### config.mk
export PLATFORM = sky130hd
export DESIGN_NAME = coulomb_counting_soc_tracker_flat
export DESIGN_NICKNAME = d
export VERILOG_FILES = /design/src/hw/rtl/ccst_pkg.sv /design/src/hw/rtl/ccst_if.sv /design/src/hw/rtl/ccst_apb_regs.sv /design/src/hw/rtl/ccst_muldiv.sv /design/src/hw/rtl/coulomb_counting_soc_tracker.sv /design/src/flat_wrapper.sv
export SDC_FILE = /design/constraint.sdc
export NUM_CORES = 2
export LEC_CHECK = 0
export BUFFER_PORTS_ARGS = -buffer_cell sky130_fd_sc_hd__buf_2
export CAP_MARGIN = 20
export CORE_UTILIZATION = 50
export CTS_BUF_LIST = sky130_fd_sc_hd__clkbuf_8
export CTS_CLUSTER_SIZE = 30
export DETAILED_ROUTE_END_ITERATION = 12
export PLACE_DENSITY = 0.68
export SLEW_MARGIN = 30
export SYNTH_ARGS = -nofsm -noshare
export SYNTH_HDL_FRONTEND = slang
export SYNTH_HIERARCHICAL = 1
export SYNTH_SLANG_ARGS = --single-unit
### constraint.sdc
create_clock -name clk -period 25.7 [get_ports clk]
set_input_delay 2.57 -clock clk [delete_from_list [all_inputs] [get_ports clk]]
set_output_delay 2.57 -clock clk [all_outputs]
set_load 0.02 [all_outputs]
### src/hw/rtl/ccst_pkg.sv
`default_nettype none

package ccst_pkg;

    // field widths
    localparam int KIND_W   = 1;
    localparam int CUR_W    = 16;
    localparam int VOLT_W   = 16;
    localparam int EL_W     = 24;
    localparam int LOAD_W   = 20;
    localparam int SOC_W    = 20;
    localparam int DIR_W    = 2;
    localparam int SECS_W   = 32;
    localparam int REST_W   = 27;

    // configuration register widths
    localparam int CAP_W    = 16;
    localparam int BAND_W   = 15;
    localparam int RTIME_W  = 26;
    localparam int FULLV_W  = 15;
    localparam int EMPTYV_W = 16;

    // apb port
    localparam int APB_ADDR_W = 5;
    localparam int APB_DATA_W = 32;
    localparam int REG_IDX_W  = 3;

    // serial multiply-divide unit
    localparam int MD_A_W       = 16;
    localparam int MD_B_W       = 24;
    localparam int MD_D_W       = 28;
    localparam int MD_P_W       = 40;
    localparam int MD_MUL_STEPS = MD_B_W;
    localparam int MD_DIV_STEPS = MD_P_W;

    // constants
    localparam logic [SOC_W-1:0]  SOC_FULL   = 20'd1000000;
    localparam logic [REST_W-1:0] REST_MAX   = 27'h7FFFFFF;
    localparam int                US_PER_S   = 1000000;
    localparam int                SEC_PER_HR = 3600;
    localparam int                SEC_ADD_W  = 5;
    localparam int                SEC_ADD_MAX = 16;

    // reset values
    localparam logic [CAP_W-1:0]    CAP_RST    = 16'd2000;
    localparam logic [BAND_W-1:0]   BAND_RST   = 15'd50;
    localparam logic [RTIME_W-1:0]  RTIME_RST  = 26'd60000000;
    localparam logic [FULLV_W-1:0]  FULLV_RST  = 15'd4180;
    localparam logic [EMPTYV_W-1:0] EMPTYV_RST = 16'd3000;

    typedef enum logic [DIR_W-1:0] {
        DIR_REST      = 2'd0,
        DIR_CHARGE    = 2'd1,
        DIR_DISCHARGE = 2'd2
    } dir_t;

    typedef enum logic [KIND_W-1:0] {
        KIND_TICK = 1'b0,
        KIND_LOAD = 1'b1
    } kind_t;

    typedef enum logic [REG_IDX_W-1:0] {
        REG_CAPACITY = 3'd0,
        REG_BAND     = 3'd1,
        REG_RTIME    = 3'd2,
        REG_FULLV    = 3'd3,
        REG_EMPTYV   = 3'd4
    } reg_idx_t;

    typedef struct packed {
        logic [CAP_W-1:0]    capacity_mah;
        logic [BAND_W-1:0]   rest_band_ma;
        logic [RTIME_W-1:0]  rest_time_us;
        logic [FULLV_W-1:0]  full_voltage_mv;
        logic [EMPTYV_W-1:0] empty_voltage_mv;
    } cfg_t;

endpackage

`default_nettype wire

### src/hw/rtl/ccst_if.sv
`default_nettype none

// measurement / load beat
interface ccst_in_if;
    logic                          valid;
    logic                          ready;
    logic [ccst_pkg::KIND_W-1:0]   kind;
    logic signed [ccst_pkg::CUR_W-1:0]  current_ma;
    logic signed [ccst_pkg::VOLT_W-1:0] voltage_mv;
    logic [ccst_pkg::EL_W-1:0]     elapsed_us;
    logic [ccst_pkg::LOAD_W-1:0]   soc_load;

    modport source (
        output valid, kind, current_ma, voltage_mv, elapsed_us, soc_load,
        input  ready
    );
    modport sink (
        input  valid, kind, current_ma, voltage_mv, elapsed_us, soc_load,
        output ready
    );
endinterface

// result beat
interface ccst_out_if;
    logic                          valid;
    logic                          ready;
    logic [ccst_pkg::SOC_W-1:0]    soc;
    logic [ccst_pkg::DIR_W-1:0]    charge_state;
    logic [ccst_pkg::SECS_W-1:0]   charge_seconds;
    logic [ccst_pkg::SOC_W-1:0]    pred_one_hour;
    logic [ccst_pkg::SOC_W-1:0]    pred_two_hour;
    logic                          recal_request;

    modport source (
        output valid, soc, charge_state, charge_seconds, pred_one_hour,
               pred_two_hour, recal_request,
        input  ready
    );
    modport sink (
        input  valid, soc, charge_state, charge_seconds, pred_one_hour,
               pred_two_hour, recal_request,
        output ready
    );
endinterface

`default_nettype wire

### src/hw/rtl/ccst_apb_regs.sv
`default_nettype none

module ccst_apb_regs (
    input  wire logic                              clk,
    input  wire logic                              rst_n,
    input  wire logic                              psel,
    input  wire logic                              penable,
    input  wire logic                              pwrite,
    input  wire logic [ccst_pkg::APB_ADDR_W-1:0]   paddr,
    input  wire logic [ccst_pkg::APB_DATA_W-1:0]   pwdata,
    output logic      [ccst_pkg::APB_DATA_W-1:0]   prdata,
    output logic                                   pready,
    output ccst_pkg::cfg_t                         cfg
);

    ccst_pkg::cfg_t     cfg_reg;
    ccst_pkg::reg_idx_t idx;
    logic               wr_en;

    assign idx    = ccst_pkg::reg_idx_t'(paddr[ccst_pkg::APB_ADDR_W-1:2]);
    assign wr_en  = psel && penable && pwrite;
    assign pready = 1'b1;
    assign cfg    = cfg_reg;

    // register writes
    always_ff @(posedge clk or negedge rst_n)
    begin
        if (!rst_n)
        begin
            cfg_reg.capacity_mah     <= ccst_pkg::CAP_RST;
            cfg_reg.rest_band_ma     <= ccst_pkg::BAND_RST;
            cfg_reg.rest_time_us     <= ccst_pkg::RTIME_RST;
            cfg_reg.full_voltage_mv  <= ccst_pkg::FULLV_RST;
            cfg_reg.empty_voltage_mv <= ccst_pkg::EMPTYV_RST;
        end
        else if (wr_en)
        begin
            unique case (idx)
                ccst_pkg::REG_CAPACITY:
                    cfg_reg.capacity_mah     <= pwdata[ccst_pkg::CAP_W-1:0];
                ccst_pkg::REG_BAND:
                    cfg_reg.rest_band_ma     <= pwdata[ccst_pkg::BAND_W-1:0];
                ccst_pkg::REG_RTIME:
                    cfg_reg.rest_time_us     <= pwdata[ccst_pkg::RTIME_W-1:0];
                ccst_pkg::REG_FULLV:
                    cfg_reg.full_voltage_mv  <= pwdata[ccst_pkg::FULLV_W-1:0];
                ccst_pkg::REG_EMPTYV:
                    cfg_reg.empty_voltage_mv <= pwdata[ccst_pkg::EMPTYV_W-1:0];
                default:
                begin
                end
            endcase
        end
    end

    // read mux
    always_comb
    begin
        unique case (idx)
            ccst_pkg::REG_CAPACITY:
                prdata = ccst_pkg::APB_DATA_W'(cfg_reg.capacity_mah);
            ccst_pkg::REG_BAND:
                prdata = ccst_pkg::APB_DATA_W'(cfg_reg.rest_band_ma);
            ccst_pkg::REG_RTIME:
                prdata = ccst_pkg::APB_DATA_W'(cfg_reg.rest_time_us);
            ccst_pkg::REG_FULLV:
                prdata = ccst_pkg::APB_DATA_W'(cfg_reg.full_voltage_mv);
            ccst_pkg::REG_EMPTYV:
                prdata = ccst_pkg::APB_DATA_W'($signed(cfg_reg.empty_voltage_mv));
            default:
                prdata = '0;
        endcase
    end

endmodule

`default_nettype wire

### src/hw/rtl/ccst_muldiv.sv
`default_nettype none

// bit-serial a*b/d: shift-add multiply one bit of b a cycle, then
// restoring divide one quotient bit a cycle in the same shift register
module ccst_muldiv (
    input  wire logic                          clk,
    input  wire logic                          rst_n,
    input  wire logic                          start,
    input  wire logic [ccst_pkg::MD_A_W-1:0]   a,
    input  wire logic [ccst_pkg::MD_B_W-1:0]   b,
    input  wire logic [ccst_pkg::MD_D_W-1:0]   d,
    output logic                               done,
    output logic      [ccst_pkg::MD_P_W-1:0]   quo,
    output logic      [ccst_pkg::MD_D_W-1:0]   rem
);

    localparam int STEPS = ccst_pkg::MD_MUL_STEPS + ccst_pkg::MD_DIV_STEPS;
    localparam int CNT_W = $clog2(STEPS);
    localparam int HI_W  = ccst_pkg::MD_P_W - ccst_pkg::MD_B_W + 1;

    logic                          busy_reg, busy_next;
    logic                          done_reg, done_next;
    logic [CNT_W-1:0]              cnt_reg, cnt_next;
    logic [ccst_pkg::MD_P_W:0]     acc_reg;
    logic [ccst_pkg::MD_A_W-1:0]   a_reg;
    logic [ccst_pkg::MD_D_W-1:0]   d_reg;
    logic [ccst_pkg::MD_D_W-1:0]   rem_reg;

    logic                          mul_phase;
    logic [HI_W-1:0]               hi_sum;
    logic [ccst_pkg::MD_P_W:0]     mul_next;
    logic [ccst_pkg::MD_D_W:0]     trial;
    logic [ccst_pkg::MD_D_W:0]     diff;
    logic                          ge;
    logic [ccst_pkg::MD_P_W:0]     div_next;
    logic [ccst_pkg::MD_D_W-1:0]   rem_step;

    assign mul_phase = cnt_reg < CNT_W'(ccst_pkg::MD_MUL_STEPS);

    // multiply step: add a into the high part when the low bit is set
    assign hi_sum   = acc_reg[ccst_pkg::MD_P_W:ccst_pkg::MD_B_W]
                    + (acc_reg[0] ? HI_W'(a_reg) : HI_W'(0));
    assign mul_next = {1'b0, hi_sum, acc_reg[ccst_pkg::MD_B_W-1:1]};

    // divide step: shift one dividend bit into the remainder
    assign trial    = {rem_reg, acc_reg[ccst_pkg::MD_P_W-1]};
    assign ge       = trial >= {1'b0, d_reg};
    assign diff     = trial - {1'b0, d_reg};
    assign rem_step = ge ? diff[ccst_pkg::MD_D_W-1:0] : trial[ccst_pkg::MD_D_W-1:0];
    assign div_next = {1'b0, acc_reg[ccst_pkg::MD_P_W-2:0], ge};

    // step control
    always_comb
    begin
        busy_next = busy_reg;
        done_next = 1'b0;
        cnt_next  = cnt_reg;
        if (busy_reg)
        begin
            cnt_next = cnt_reg + CNT_W'(1);
            if (cnt_reg == CNT_W'(STEPS - 1))
            begin
                busy_next = 1'b0;
                done_next = 1'b1;
            end
        end
        else if (start)
        begin
            busy_next = 1'b1;
            cnt_next  = '0;
        end
    end

    always_ff @(posedge clk or negedge rst_n)
    begin
        if (!rst_n)
        begin
            busy_reg <= 1'b0;
            done_reg <= 1'b0;
            cnt_reg  <= '0;
        end
        else
        begin
            busy_reg <= busy_next;
            done_reg <= done_next;
            cnt_reg  <= cnt_next;
        end
    end

    // shift datapath
    always_ff @(posedge clk)
    begin
        if (busy_reg)
        begin
            if (mul_phase)
            begin
                acc_reg <= mul_next;
            end
            else
            begin
                acc_reg <= div_next;
                rem_reg <= rem_step;
            end
        end
        else if (start)
        begin
            a_reg   <= a;
            d_reg   <= d;
            acc_reg <= (ccst_pkg::MD_P_W + 1)'(b);
            rem_reg <= '0;
        end
    end

    assign done = done_reg;
    assign quo  = acc_reg[ccst_pkg::MD_P_W-1:0];
    assign rem  = rem_reg;

endmodule

`default_nettype wire

### src/hw/rtl/coulomb_counting_soc_tracker.sv
// path: a load beat or a rest tick passes the EVAL and DONE states into the output
// register; a charging or discharging tick runs INTEG and PRED between them, two
// 64-step passes of the bit-serial multiply-divide unit, I*t/(3600*cap) then I*1e6/cap
// throughput: one beat at a time; the next beat is taken once the result sits in the
// output register, even while that result still waits to be taken
// reset: asynchronous, active low; clears SOC and all tracking state, loads config defaults
`default_nettype none

module coulomb_counting_soc_tracker (
    input  wire logic                              clk,
    input  wire logic                              rst_n,
    input  wire logic                              psel,
    input  wire logic                              penable,
    input  wire logic                              pwrite,
    input  wire logic [ccst_pkg::APB_ADDR_W-1:0]   paddr,
    input  wire logic [ccst_pkg::APB_DATA_W-1:0]   pwdata,
    output logic      [ccst_pkg::APB_DATA_W-1:0]   prdata,
    output logic                                   pready,
    ccst_in_if.sink                                in_ch,
    ccst_out_if.source                             out_ch
);

    typedef enum logic [4:0] {
        ST_IDLE  = 5'b00001,
        ST_EVAL  = 5'b00010,
        ST_INTEG = 5'b00100,
        ST_PRED  = 5'b01000,
        ST_DONE  = 5'b10000
    } state_t;

    localparam int DQ_W = ccst_pkg::MD_P_W + 1;

    // clamp soc +/- delta into 0..full
    function automatic logic [ccst_pkg::SOC_W-1:0] soc_adjust(
        input logic [ccst_pkg::SOC_W-1:0] base,
        input logic [DQ_W-1:0]            delta,
        input logic                       neg
    );
        logic [DQ_W-1:0]            base_x;
        logic [DQ_W-1:0]            room;
        logic [ccst_pkg::SOC_W-1:0] res;
        base_x = DQ_W'(base);
        room   = DQ_W'(ccst_pkg::SOC_FULL) - base_x;
        if (neg)
        begin
            res = (delta >= base_x) ? '0 : base - delta[ccst_pkg::SOC_W-1:0];
        end
        else
        begin
            res = (delta >= room) ? ccst_pkg::SOC_FULL : base + delta[ccst_pkg::SOC_W-1:0];
        end
        return res;
    endfunction

    // whole seconds in one tick, by parallel threshold compares
    function automatic logic [ccst_pkg::SEC_ADD_W-1:0] sec_count(
        input logic [ccst_pkg::EL_W-1:0] el
    );
        logic [ccst_pkg::SEC_ADD_W-1:0] n;
        n = '0;
        for (int k = 1; k <= ccst_pkg::SEC_ADD_MAX; k++)
        begin
            if (el >= ccst_pkg::EL_W'(k * ccst_pkg::US_PER_S))
            begin
                n = n + ccst_pkg::SEC_ADD_W'(1);
            end
        end
        return n;
    endfunction

    ccst_pkg::cfg_t cfg;

    // control and tracking state
    state_t                          state_reg, state_next;
    logic                            out_valid_reg, out_valid_next;
    logic [ccst_pkg::SOC_W-1:0]      soc_value_reg, soc_value_next;
    ccst_pkg::dir_t                  last_dir_reg, last_dir_next;
    logic [ccst_pkg::SECS_W-1:0]     dir_secs_reg, dir_secs_next;
    logic [ccst_pkg::REST_W-1:0]     rest_el_reg, rest_el_next;
    logic                            rest_started_reg, rest_started_next;

    // beat and working payload
    ccst_pkg::kind_t                 kind_reg;
    logic signed [ccst_pkg::CUR_W-1:0]  cur_reg;
    logic signed [ccst_pkg::VOLT_W-1:0] volt_reg;
    logic [ccst_pkg::EL_W-1:0]       el_reg;
    logic [ccst_pkg::LOAD_W-1:0]     load_reg;
    logic [ccst_pkg::SOC_W-1:0]      res_soc_reg;
    ccst_pkg::dir_t                  res_dir_reg;
    logic [ccst_pkg::SOC_W-1:0]      res_p1_reg;
    logic [ccst_pkg::SOC_W-1:0]      res_p2_reg;
    logic                            res_recal_reg;

    // output register
    logic [ccst_pkg::SOC_W-1:0]      out_soc_reg;
    logic [ccst_pkg::DIR_W-1:0]      out_dir_reg;
    logic [ccst_pkg::SECS_W-1:0]     out_secs_reg;
    logic [ccst_pkg::SOC_W-1:0]      out_p1_reg;
    logic [ccst_pkg::SOC_W-1:0]      out_p2_reg;
    logic                            out_recal_reg;

    // evaluation logic
    logic signed [ccst_pkg::CUR_W:0] cur_x;
    logic signed [ccst_pkg::CUR_W:0] band_x;
    logic signed [ccst_pkg::CUR_W:0] mag_x;
    logic [ccst_pkg::CUR_W-1:0]      mag;
    logic                            neg;
    ccst_pkg::dir_t                  dir;
    logic                            rest_zone;
    logic [ccst_pkg::SECS_W:0]       secs_sum;
    logic [ccst_pkg::SECS_W-1:0]     secs_eval;
    logic [ccst_pkg::REST_W:0]       rest_sum;
    logic [ccst_pkg::REST_W-1:0]     rest_eval;
    logic                            recal_eval;
    logic                            full_hit;
    logic                            empty_hit;
    logic [ccst_pkg::SOC_W-1:0]      soc_base;
    logic [ccst_pkg::SOC_W-1:0]      load_sat;
    logic [ccst_pkg::CAP_W-1:0]      cap_eff;
    logic [ccst_pkg::MD_D_W-1:0]     cap_hr;

    // multiply-divide unit hookup
    logic                            md_start;
    logic [ccst_pkg::MD_B_W-1:0]     md_b;
    logic [ccst_pkg::MD_D_W-1:0]     md_d;
    logic                            md_done;
    logic [ccst_pkg::MD_P_W-1:0]     md_quo;
    logic [ccst_pkg::MD_D_W-1:0]     md_rem;
    logic [DQ_W-1:0]                 q_one;
    logic [DQ_W-1:0]                 q_two;
    logic                            rem_half;
    logic [ccst_pkg::SOC_W-1:0]      soc_integ;
    logic [ccst_pkg::SOC_W-1:0]      pred_one;
    logic [ccst_pkg::SOC_W-1:0]      pred_two;

    logic                            in_fire;
    logic                            out_load;

    ccst_apb_regs u_regs (
        .clk     (clk),
        .rst_n   (rst_n),
        .psel    (psel),
        .penable (penable),
        .pwrite  (pwrite),
        .paddr   (paddr),
        .pwdata  (pwdata),
        .prdata  (prdata),
        .pready  (pready),
        .cfg     (cfg)
    );

    ccst_muldiv u_muldiv (
        .clk   (clk),
        .rst_n (rst_n),
        .start (md_start),
        .a     (mag),
        .b     (md_b),
        .d     (md_d),
        .done  (md_done),
        .quo   (md_quo),
        .rem   (md_rem)
    );

    assign in_ch.ready = (state_reg == ST_IDLE);
    assign in_fire     = in_ch.valid && in_ch.ready;
    assign out_load    = (state_reg == ST_DONE) && (!out_valid_reg || out_ch.ready);

    // current classification
    assign cur_x     = (ccst_pkg::CUR_W + 1)'(cur_reg);
    assign band_x    = $signed({2'b00, cfg.rest_band_ma});
    assign mag_x     = cur_reg[ccst_pkg::CUR_W-1] ? -cur_x : cur_x;
    assign mag       = mag_x[ccst_pkg::CUR_W-1:0];
    assign neg       = cur_reg[ccst_pkg::CUR_W-1];
    assign rest_zone = mag < {1'b0, cfg.rest_band_ma};

    always_comb
    begin
        priority if (cur_x > band_x)
        begin
            dir = ccst_pkg::DIR_CHARGE;
        end
        else if (cur_x < -band_x)
        begin
            dir = ccst_pkg::DIR_DISCHARGE;
        end
        else
        begin
            dir = ccst_pkg::DIR_REST;
        end
    end

    // direction seconds, saturating
    assign secs_sum = {1'b0, dir_secs_reg} + (ccst_pkg::SECS_W + 1)'(sec_count(el_reg));
    always_comb
    begin
        priority if (dir == ccst_pkg::DIR_REST)
        begin
            secs_eval = dir_secs_reg;
        end
        else if (dir != last_dir_reg)
        begin
            secs_eval = '0;
        end
        else
        begin
            secs_eval = secs_sum[ccst_pkg::SECS_W] ? '1 : secs_sum[ccst_pkg::SECS_W-1:0];
        end
    end

    // rest timer, saturating
    assign rest_sum = {1'b0, rest_el_reg} + (ccst_pkg::REST_W + 1)'(el_reg);
    always_comb
    begin
        priority if (!rest_zone)
        begin
            rest_eval = '0;
        end
        else if (!rest_started_reg)
        begin
            rest_eval = '0;
        end
        else
        begin
            rest_eval = rest_sum[ccst_pkg::REST_W] ? ccst_pkg::REST_MAX
                                                   : rest_sum[ccst_pkg::REST_W-1:0];
        end
    end
    assign recal_eval = rest_zone && (rest_eval > ccst_pkg::REST_W'(cfg.rest_time_us));

    // full and empty forcing
    assign full_hit  = rest_zone && (volt_reg >= $signed({1'b0, cfg.full_voltage_mv}));
    assign empty_hit = volt_reg <= $signed(cfg.empty_voltage_mv);
    always_comb
    begin
        priority if (empty_hit)
        begin
            soc_base = '0;
        end
        else if (full_hit)
        begin
            soc_base = ccst_pkg::SOC_FULL;
        end
        else
        begin
            soc_base = soc_value_reg;
        end
    end

    assign load_sat = (load_reg > ccst_pkg::SOC_FULL) ? ccst_pkg::SOC_FULL : load_reg;

    // divisors
    assign cap_eff = (cfg.capacity_mah == '0) ? ccst_pkg::CAP_W'(1) : cfg.capacity_mah;
    assign cap_hr  = ccst_pkg::MD_D_W'(cap_eff) * ccst_pkg::MD_D_W'(ccst_pkg::SEC_PER_HR);

    // first pass I*t/(3600*cap), second pass I*1e6/cap
    assign md_start = ((state_reg == ST_EVAL) && (kind_reg == ccst_pkg::KIND_TICK)
                       && (dir != ccst_pkg::DIR_REST))
                   || ((state_reg == ST_INTEG) && md_done);
    assign md_b     = (state_reg == ST_EVAL) ? el_reg : ccst_pkg::MD_B_W'(ccst_pkg::US_PER_S);
    assign md_d     = (state_reg == ST_EVAL) ? cap_hr : ccst_pkg::MD_D_W'(cap_eff);

    // two-hour quotient from the one-hour quotient and remainder
    assign q_one     = DQ_W'(md_quo);
    assign rem_half  = {md_rem, 1'b0} >= (ccst_pkg::MD_D_W + 1)'(cap_eff);
    assign q_two     = {md_quo, rem_half};
    assign soc_integ = soc_adjust(res_soc_reg, q_one, neg);
    assign pred_one  = soc_adjust(res_soc_reg, q_one, neg);
    assign pred_two  = soc_adjust(res_soc_reg, q_two, neg);

    // sequencer
    always_comb
    begin
        state_next        = state_reg;
        soc_value_next    = soc_value_reg;
        last_dir_next     = last_dir_reg;
        dir_secs_next     = dir_secs_reg;
        rest_el_next      = rest_el_reg;
        rest_started_next = rest_started_reg;
        out_valid_next    = out_valid_reg && !out_ch.ready;
        unique case (state_reg)
            ST_IDLE:
            begin
                if (in_fire)
                begin
                    state_next = ST_EVAL;
                end
            end
            ST_EVAL:
            begin
                if (kind_reg == ccst_pkg::KIND_LOAD)
                begin
                    state_next = ST_DONE;
                end
                else
                begin
                    dir_secs_next     = secs_eval;
                    rest_el_next      = rest_eval;
                    rest_started_next = rest_zone;
                    if (dir != ccst_pkg::DIR_REST)
                    begin
                        last_dir_next = dir;
                        state_next    = ST_INTEG;
                    end
                    else
                    begin
                        state_next = ST_DONE;
                    end
                end
            end
            ST_INTEG:
            begin
                if (md_done)
                begin
                    state_next = ST_PRED;
                end
            end
            ST_PRED:
            begin
                if (md_done)
                begin
                    state_next = ST_DONE;
                end
            end
            ST_DONE:
            begin
                if (out_load)
                begin
                    soc_value_next = res_soc_reg;
                    out_valid_next = 1'b1;
                    state_next     = ST_IDLE;
                end
            end
            default:
            begin
                state_next = ST_IDLE;
            end
        endcase
    end

    always_ff @(posedge clk or negedge rst_n)
    begin
        if (!rst_n)
        begin
            state_reg        <= ST_IDLE;
            out_valid_reg    <= 1'b0;
            soc_value_reg    <= '0;
            last_dir_reg     <= ccst_pkg::DIR_REST;
            dir_secs_reg     <= '0;
            rest_el_reg      <= '0;
            rest_started_reg <= 1'b0;
        end
        else
        begin
            state_reg        <= state_next;
            out_valid_reg    <= out_valid_next;
            soc_value_reg    <= soc_value_next;
            last_dir_reg     <= last_dir_next;
            dir_secs_reg     <= dir_secs_next;
            rest_el_reg      <= rest_el_next;
            rest_started_reg <= rest_started_next;
        end
    end

    // beat capture and working results
    always_ff @(posedge clk)
    begin
        if (in_fire)
        begin
            kind_reg <= ccst_pkg::kind_t'(in_ch.kind);
            cur_reg  <= in_ch.current_ma;
            volt_reg <= in_ch.voltage_mv;
            el_reg   <= in_ch.elapsed_us;
            load_reg <= in_ch.soc_load;
        end

        if (state_reg == ST_EVAL)
        begin
            if (kind_reg == ccst_pkg::KIND_LOAD)
            begin
                res_soc_reg   <= load_sat;
                res_dir_reg   <= ccst_pkg::DIR_REST;
                res_p1_reg    <= load_sat;
                res_p2_reg    <= load_sat;
                res_recal_reg <= 1'b0;
            end
            else
            begin
                res_soc_reg   <= soc_base;
                res_dir_reg   <= dir;
                res_p1_reg    <= soc_base;
                res_p2_reg    <= soc_base;
                res_recal_reg <= recal_eval;
            end
        end

        if ((state_reg == ST_INTEG) && md_done)
        begin
            res_soc_reg <= soc_integ;
        end

        if ((state_reg == ST_PRED) && md_done)
        begin
            res_p1_reg <= pred_one;
            res_p2_reg <= pred_two;
        end

        if (out_load)
        begin
            out_soc_reg   <= res_soc_reg;
            out_dir_reg   <= res_dir_reg;
            out_secs_reg  <= dir_secs_reg;
            out_p1_reg    <= res_p1_reg;
            out_p2_reg    <= res_p2_reg;
            out_recal_reg <= res_recal_reg;
        end
    end

    // result beat
    assign out_ch.valid          = out_valid_reg;
    assign out_ch.soc            = out_soc_reg;
    assign out_ch.charge_state   = out_dir_reg;
    assign out_ch.charge_seconds = out_secs_reg;
    assign out_ch.pred_one_hour  = out_p1_reg;
    assign out_ch.pred_two_hour  = out_p2_reg;
    assign out_ch.recal_request  = out_recal_reg;

endmodule

`default_nettype wire

### src/flat_wrapper.sv
// flat-port wrapper written by rule: the top's interface ports become plain ports
module coulomb_counting_soc_tracker_flat 
  (clk, rst_n, psel, penable, pwrite, paddr, pwdata, prdata, pready, in_ch_valid, in_ch_kind, in_ch_current_ma, in_ch_voltage_mv, in_ch_elapsed_us, in_ch_soc_load, in_ch_ready, out_ch_valid, out_ch_soc, out_ch_charge_state, out_ch_charge_seconds, out_ch_pred_one_hour, out_ch_pred_two_hour, out_ch_recal_request, out_ch_ready);
  ccst_in_if in_ch_i ();
  ccst_out_if out_ch_i ();
  input  wire logic clk;
  input  wire logic rst_n;
  input  wire logic psel;
  input  wire logic penable;
  input  wire logic pwrite;
  input  wire logic [ccst_pkg::APB_ADDR_W-1:0] paddr;
  input  wire logic [ccst_pkg::APB_DATA_W-1:0] pwdata;
  output logic      [ccst_pkg::APB_DATA_W-1:0] prdata;
  output logic pready;
  input wire logic [$bits(in_ch_i.valid)-1:0] in_ch_valid;
  input wire logic [$bits(in_ch_i.kind)-1:0] in_ch_kind;
  input wire logic [$bits(in_ch_i.current_ma)-1:0] in_ch_current_ma;
  input wire logic [$bits(in_ch_i.voltage_mv)-1:0] in_ch_voltage_mv;
  input wire logic [$bits(in_ch_i.elapsed_us)-1:0] in_ch_elapsed_us;
  input wire logic [$bits(in_ch_i.soc_load)-1:0] in_ch_soc_load;
  output wire logic [$bits(in_ch_i.ready)-1:0] in_ch_ready;
  output wire logic [$bits(out_ch_i.valid)-1:0] out_ch_valid;
  output wire logic [$bits(out_ch_i.soc)-1:0] out_ch_soc;
  output wire logic [$bits(out_ch_i.charge_state)-1:0] out_ch_charge_state;
  output wire logic [$bits(out_ch_i.charge_seconds)-1:0] out_ch_charge_seconds;
  output wire logic [$bits(out_ch_i.pred_one_hour)-1:0] out_ch_pred_one_hour;
  output wire logic [$bits(out_ch_i.pred_two_hour)-1:0] out_ch_pred_two_hour;
  output wire logic [$bits(out_ch_i.recal_request)-1:0] out_ch_recal_request;
  input wire logic [$bits(out_ch_i.ready)-1:0] out_ch_ready;
  assign in_ch_i.valid = in_ch_valid;
  assign in_ch_i.kind = in_ch_kind;
  assign in_ch_i.current_ma = in_ch_current_ma;
  assign in_ch_i.voltage_mv = in_ch_voltage_mv;
  assign in_ch_i.elapsed_us = in_ch_elapsed_us;
  assign in_ch_i.soc_load = in_ch_soc_load;
  assign in_ch_ready = in_ch_i.ready;
  assign out_ch_valid = out_ch_i.valid;
  assign out_ch_soc = out_ch_i.soc;
  assign out_ch_charge_state = out_ch_i.charge_state;
  assign out_ch_charge_seconds = out_ch_i.charge_seconds;
  assign out_ch_pred_one_hour = out_ch_i.pred_one_hour;
  assign out_ch_pred_two_hour = out_ch_i.pred_two_hour;
  assign out_ch_recal_request = out_ch_i.recal_request;
  assign out_ch_i.ready = out_ch_ready;
  coulomb_counting_soc_tracker u_core (.clk(clk), .rst_n(rst_n), .psel(psel), .penable(penable), .pwrite(pwrite), .paddr(paddr), .pwdata(pwdata), .prdata(prdata), .pready(pready), .in_ch(in_ch_i), .out_ch(out_ch_i));
endmodule
=== Word level (Yosys, flattened, before mapping) ===
Cells that the tools add are included.

* Register bits after elaboration: 532
* Input bits: 121
* Output and inout bits: 130
* Word-level logic and storage cells: 214

* Add/sub/neg operators: 27
* Multipliers: 1
* Order comparisons: 30
* Eq/ne operators: 16
* Mux-type cells: 66
* Bitwise logic cells: 3
* Reductions and logical operators: 34

{| class="wikitable"
|+ Operators by type and width
! operator !! count
|-
| $mux 20 || 14
|-
| $ge 24x24->1 const B || 8
|-
| $pmux 32 s5 || 1
|-
| $mux 28 || 4
|-
| $mux 5 || 21
|-
| $ge 24x23->1 const B || 4
|-
| $mux 41 || 2
|-
| $mux 27 || 3
|-
| $add 5x1->5 const B || 14
|-
| $mux 16 || 4
|-
| $mux 32 || 2
|-
| $ge 24x22->1 const B || 2
|-
| $ge 40x41->1 || 1
|-
| $ge 41x20->1 || 1
|-
| $ge 41x41->1 || 1
|-
| $add 20x20->20 || 2
|-
| $ge 40x20->1 || 1
|-
| $mux 40 || 1
|-
| $sub 20x20->20 || 2
|-
| $add 32x5->33 || 1
|-
| $ge 29x16->1 || 1
|-
| $ge 29x28->1 || 1
|-
| $add 27x24->28 || 1
|-
| $sub 28x28->28 || 1
|-
| 45 further kinds || 84
|}

=== Longest topological paths before layout ===
* Depth in word-level cells: 35
* Gate-level depth with buffers: 66
* Mapped depth without buffers: 62

=== By module ===
The synthesis kept the hierarchy.

{| class="wikitable"
|+ Modules (own cells, without submodules)
! module !! times used !! cells an instance !! area each (um2) !! sequential area each (um2)
|-
| coulomb_counting_soc_tracker || 1 || 3054 || 28043.1 || 9260.1
|-
| ccst_muldiv || 1 || 743 || 7354.6 || 3563.4
|-
| ccst_apb_regs || 1 || 295 || 4107.7 || 2239.6
|}

=== Worst setup path before layout ===
No wires, ideal clock.

* Path kind: register -> register
* Start point: register u_core/el_reg[22] in the netlist's numbering
* End point: register u_core/dir_secs_reg[11] in the netlist's numbering
* Setup time: 83 ps
* Arrival time: 10955 ps
* Required time: 25617 ps
* Setup slack: 14662 ps
* Stages on the path, launching flop included: 64
* Path buffers: 3
* Clock period less this slack: 11038 ps
* Cell sequence: edfxtp_1 buf_6 or3_1 o21bai_1 a31oi_1 inv_1 ha_1 inv_1 nor4_1 a21boi_2 and2_1 ha_1 o22a_1 ha_1 mux2i_1 xor2_1 nor2_1 a21oi_1 [28 not listed] nor2_1 a32oi_1 mux2i_1 xnor2_1 ha_1 a21oi_1 nor3_1 and4_1 and3_1 and3_1 and2_1 nor2b_1 nand2_1 nor2_1 clkbuf_1 clkbuf_1 nor2_1 o21ai_0

* Longest elaborated chain between the ends: 35
* Elaborated cells on any way between the ends: 50
* Classes of those cells: 16 x add/sub; 16 x order compare; 18 x mux

{| class="wikitable"
|+ RTL lines
! what !! line !! text
|-
| start: declaration || coulomb_counting_soc_tracker.sv:86 || <nowiki>logic [ccst_pkg::EL_W-1:0] el_reg;</nowiki>
|-
| start signal: assignment || coulomb_counting_soc_tracker.sv:372 || <nowiki>el_reg <= in_ch.elapsed_us;</nowiki>
|-
| $ge 24x20->1 || coulomb_counting_soc_tracker.sv:63 || <nowiki>if (el >= ccst_pkg::EL_W'(k * ccst_pkg::US_PER_S))</nowiki>
|-
| $mux 1 || coulomb_counting_soc_tracker.sv:63 ||
|-
| $add 1x1->2 || coulomb_counting_soc_tracker.sv:65 || <nowiki>n = n + ccst_pkg::SEC_ADD_W'(1);</nowiki>
|-
| $mux 5 || coulomb_counting_soc_tracker.sv:63 ||
|-
| $add 5x1->5 || coulomb_counting_soc_tracker.sv:65 ||
|-
| $mux 5 || coulomb_counting_soc_tracker.sv:63 ||
|-
| $add 5x1->5 || coulomb_counting_soc_tracker.sv:65 ||
|-
| $mux 5 || coulomb_counting_soc_tracker.sv:63 ||
|-
| [19 not listed] || -- ||
|-
| $mux 5 || coulomb_counting_soc_tracker.sv:63 ||
|-
| $add 5x1->5 || coulomb_counting_soc_tracker.sv:65 ||
|-
| $mux 5 || coulomb_counting_soc_tracker.sv:63 ||
|-
| $add 5x1->5 || coulomb_counting_soc_tracker.sv:65 ||
|-
| $mux 5 * || coulomb_counting_soc_tracker.sv:63 ||
|-
| $add 32x5->33 * || coulomb_counting_soc_tracker.sv:193 || <nowiki>assign secs_sum = {1'b0, dir_secs_reg} + (ccst_pkg::SECS_W + 1)'(sec_count(el_reg));</nowiki>
|-
| $mux 32 * || coulomb_counting_soc_tracker.sv:206 || <nowiki>secs_eval = secs_sum[ccst_pkg::SECS_W] ? '1 : secs_sum[ccst_pkg::SECS_W-1:0];</nowiki>
|-
| $mux 32 * || coulomb_counting_soc_tracker.sv:200 || <nowiki>else if (dir != last_dir_reg)</nowiki>
|-
| end signal: assignment || coulomb_counting_soc_tracker.sv:358 || <nowiki>dir_secs_reg <= dir_secs_next;</nowiki>
|-
| end: declaration || coulomb_counting_soc_tracker.sv:78 || <nowiki>logic [ccst_pkg::SECS_W-1:0] dir_secs_reg, dir_secs_next;</nowiki>
|}

Every way passes the cells marked *; elsewhere a longest branch is shown, timed or not.
A chain may end at the register's enable or synchronous reset.

=== Worst setup path after layout ===
* Start point: register u_core/el_reg[22] in the netlist's numbering
* End point: register u_core/dir_secs_reg[14] in the netlist's numbering

The elaborated chain is that of the path after synthesis.

==> flow_metrics.tcl <==
set metrics [dict create \
    seqCellArea_mm2 0.01507 \
    setup-tns-final_ns 0 \
    antenna_found_initial 3 \
    synth_area_mm2 0.03951 \
    core_mm2 0.07785 \
    largest_register_ffs 88 \
    clock_latency_ns 0.73 \
    top_usage_layer "met2" \
    finClkSkew_ns 0.04561 \
    cts_resized 0 \
    syn_area_per_cell_um2 9.654 \
    finalMaxSlewViolations 0 \
    clock-sinks 531 \
    vias_per_cell 5.884 \
    synth_top_area_share_pct 26.38 \
    gr-total-overflow 0 \
    synth_area_leader_cell "edfxtp_1" \
    multiInputGateArea_mm2 0.02255 \
    num-fill-cells 7057 \
    synth_edf_count 347 \
    pwr_density_cell_mw_per_mm2 117.2 \
    synth_nets 4693 \
    dp_slack_ns 12.77 \
    cts-root-buf "clkbuf_8" \
    critPathRequiredTime_ns 26.31 \
    min_period_ns 13.15 \
    nets 4904 \
    grt_start_max_net_pins 79 \
    critical_path_class "reg -> reg" \
    critPathSlowestCell "edfxtp_1" \
    grt_util_all_layers_pct 26.12 \
    hold_viol 0 \
    vias 31890 \
    synthTopCellsByCount "450 x ha_1, 347 x edfxtp_1, 329 x nor2_1" \
    die_h_um 283.1 \
    path_max_fanout 19 \
    area_growth_pct 10.07 \
    initial_utilization_pct 50.75 \
    grt_pass1_wl_um 168500 \
    final-setup-viol-count 0 \
    endpoint_kind "register" \
    pin_count 251 \
    htreeDepth 3 \
    final.period_utilization_pct 51.15 \
    worst_slew_pin_slew_ns 1.037 \
    ctsLongestPathBuffers 3 \
    rsz0062_at_grt "no" \
    p_leak_uw 0.01910 \
    synth_flop_cell "edfxtp_1" \
    synth_seq_cells 531 \
    grt_pass1_vias 30620 \
    crit_path_max_incr_delay_ns 0.69 \
    cp-start-kind "register" \
    fp-row-count 102 \
    worst_slack_ns 12.55 \
    fin_cells 5420 \
    synth_most_common_cell "ha_1" \
    drtPass1Iterations 6 \
    grtUsageMet2_pct 43.23 \
    drc 0 \
    yosys_warnings 6 \
    cts_tree "yes" \
    syn-instance-count 4092 \
    die-area_mm2 0.08014 \
    drt_iter0_markers 2455 \
    drv_cap 0 \
    peakVddDrop_mv 0.08908 \
    relSlewSlack_pct 30.45 \
    ys_seq_area_share_pct 38.13 \
    clk_pin_slew_worst_paths_ns 0.06 \
    ant_nets 0 \
    postCtsHoldBufs 0 \
    global_route.usage.met1_pct 35.73 \
    gp_congestion 0.9179 \
    hold_path_class "reg -> reg" \
    io_buffers 241 \
    dpl.hpwl_um 79290 \
    synthArstFlopShare_pct 34.65 \
    wl_per_cell_um 19.61 \
    dp.cells 5248 \
    cts_buffers 92 \
    synth.area.top_cells "edfxtp_1 26%, ha_1 14%, dfrtp_1 9.7%, a21oi_1 3.7%, nor2_1 3.1%" \
    die_x_um 283.1 \
    status "complete, no violations" \
    cpMostUsedCell "ha_1" \
    use_met3_pct 3.688 \
    arrival_ns 13.76 \
    max_clock_freq_ghz 0.07606 \
    post_cts_buffers 0 \
    drive_above_1_share_pct 14.41 \
    wirelength_um 106300 \
    synth.distinct_cells 109 \
]
==> critical path: cells and delay by family, from the launching register on <==
| family | cells | cell delay [ns] |
|---|---|---|
| AOI/OAI and AO/OA | 13 | 2.29 |
| xor gates and xnor gates | 5 | 0.89 |
| adders and majority gates | 10 | 3.01 |
| buffers and inverters | 3 | 0.57 |
| DFF | 1 | 0.69 |
| muxes | 3 | 0.58 |
| and+or+nand+nor | 27 | 5.02 |
==> metrics by stage <==
stage               util (%)  total power [uW]  hold WS [ns]  area (um^2)
finish                 55.86              5095        0.4150        43490
global route           55.86              5552        0.4239        43490
global placement       53.46              4241        0.4028        41610
floorplan                  -              3621        0.4003        39510
detailed placement     53.51              4302        0.4045        41660
CTS                    55.81              5087        0.4179        43450
==> final timing paths <==
| kind | start | slack (ns) | cells after the start | end |
|---|---|---|---|---|
| setup / recovery | u_core/el_reg[22]$_DFFE_PP_ | 12.55 | 61 | u_core/dir_secs_reg[14]$_DFFE_PN0P_ |
| hold / removal | u_core/res_p1_reg[18]$_DFFE_PP_ | 0.41 | 0 | u_core/out_ch.pred_one_hour[18]$_DFFE_PP_ |
| setup reg to reg | u_core/el_reg[22]$_DFFE_PP_ | 12.55 | 61 | u_core/dir_secs_reg[14]$_DFFE_PN0P_ |
| hold reg to reg | u_core/res_p1_reg[18]$_DFFE_PP_ | 0.41 | 0 | u_core/out_ch.pred_one_hour[18]$_DFFE_PP_ |
| max in group asynchronous | rst_n | 22.66 | 2 | u_core/u_muldiv/busy_reg$_DFF_PN0_ |
| min in group asynchronous | rst_n | 1.89 | 1 | u_core/rest_el_reg[17]$_DFFE_PN0P_ |
==> report_power, final <==
| group | internal [uW] | switching (uW) | leakage, uW |
|---|---|---|---|
| clock network | 385 | 371 | 0.00103 |
| registers | 1160 | 246 | 0.00555 |
| logic | 1240 | 1690 | 0.0125 |
| total | 2780 | 2310 | 0.0191 |
==> layer usage <==
metal | vias up | share of wire, %
li1 | 15400 | -
met1 | 15260 | 45
met2 | 1060 | 47
met3 | 171 | 6.2
met4 | 4 | 2.3
met5 | - | 0.025
==> cell type report <==
type                    instances  area share, %
well taps                    1040          2.992
multi-input cells            3070          51.85
repair buffers                283          3.576
inverters                     325          2.817
clock inverters                73          1.036
clock buffers                  97          3.070
flip-flops and latches        531          34.65
diodes                          1       0.005755
==> logic make-up (layout without fill, tap and decap cells) <==
logic type | after synthesis | after routing | share of synthesized area (%)
xor gates and xnor gates | 159 | 159 | 3.930
buffers and inverters | 491 | 778 | 4.969
AOI/OAI and AO/OA | 1152 | 1152 | 19.10
muxes | 147 | 147 | 4.079
adders and majority gates | 480 | 480 | 15.77
other | 1 | 2 | 0.009492
DFF | 531 | 531 | 38.13
and+or+nand+nor | 1131 | 1131 | 14.01
==> layout by cell type (no fill, tap or decap), types with 32 or more instances in the layout <==
master / count
nand2_1: 283
nor3_1: 66
a21oi_1: 293
o21a_1: 78
nand3_1: 65
a21o_1: 113
nand4_1: 54
nor2_1: 326
mux2i_1: 35
mux2_2: 108
nor2b_1: 53
nand2b_1: 51
edfxtp_1: 347
a31oi_1: 47
buf_4: 37
o21bai_1: 59
o21ai_0: 231
xor2_1: 46
and2_1: 57
dfrtp_1: 152
a22oi_1: 32
buf_2: 241
and3_1: 34
a221oi_1: 33
clkbuf_8: 98
ha_1: 450
inv_1: 349
xnor2_1: 101
a211oi_1: 44
Note: power is estimated with default switching activity, not from simulation.
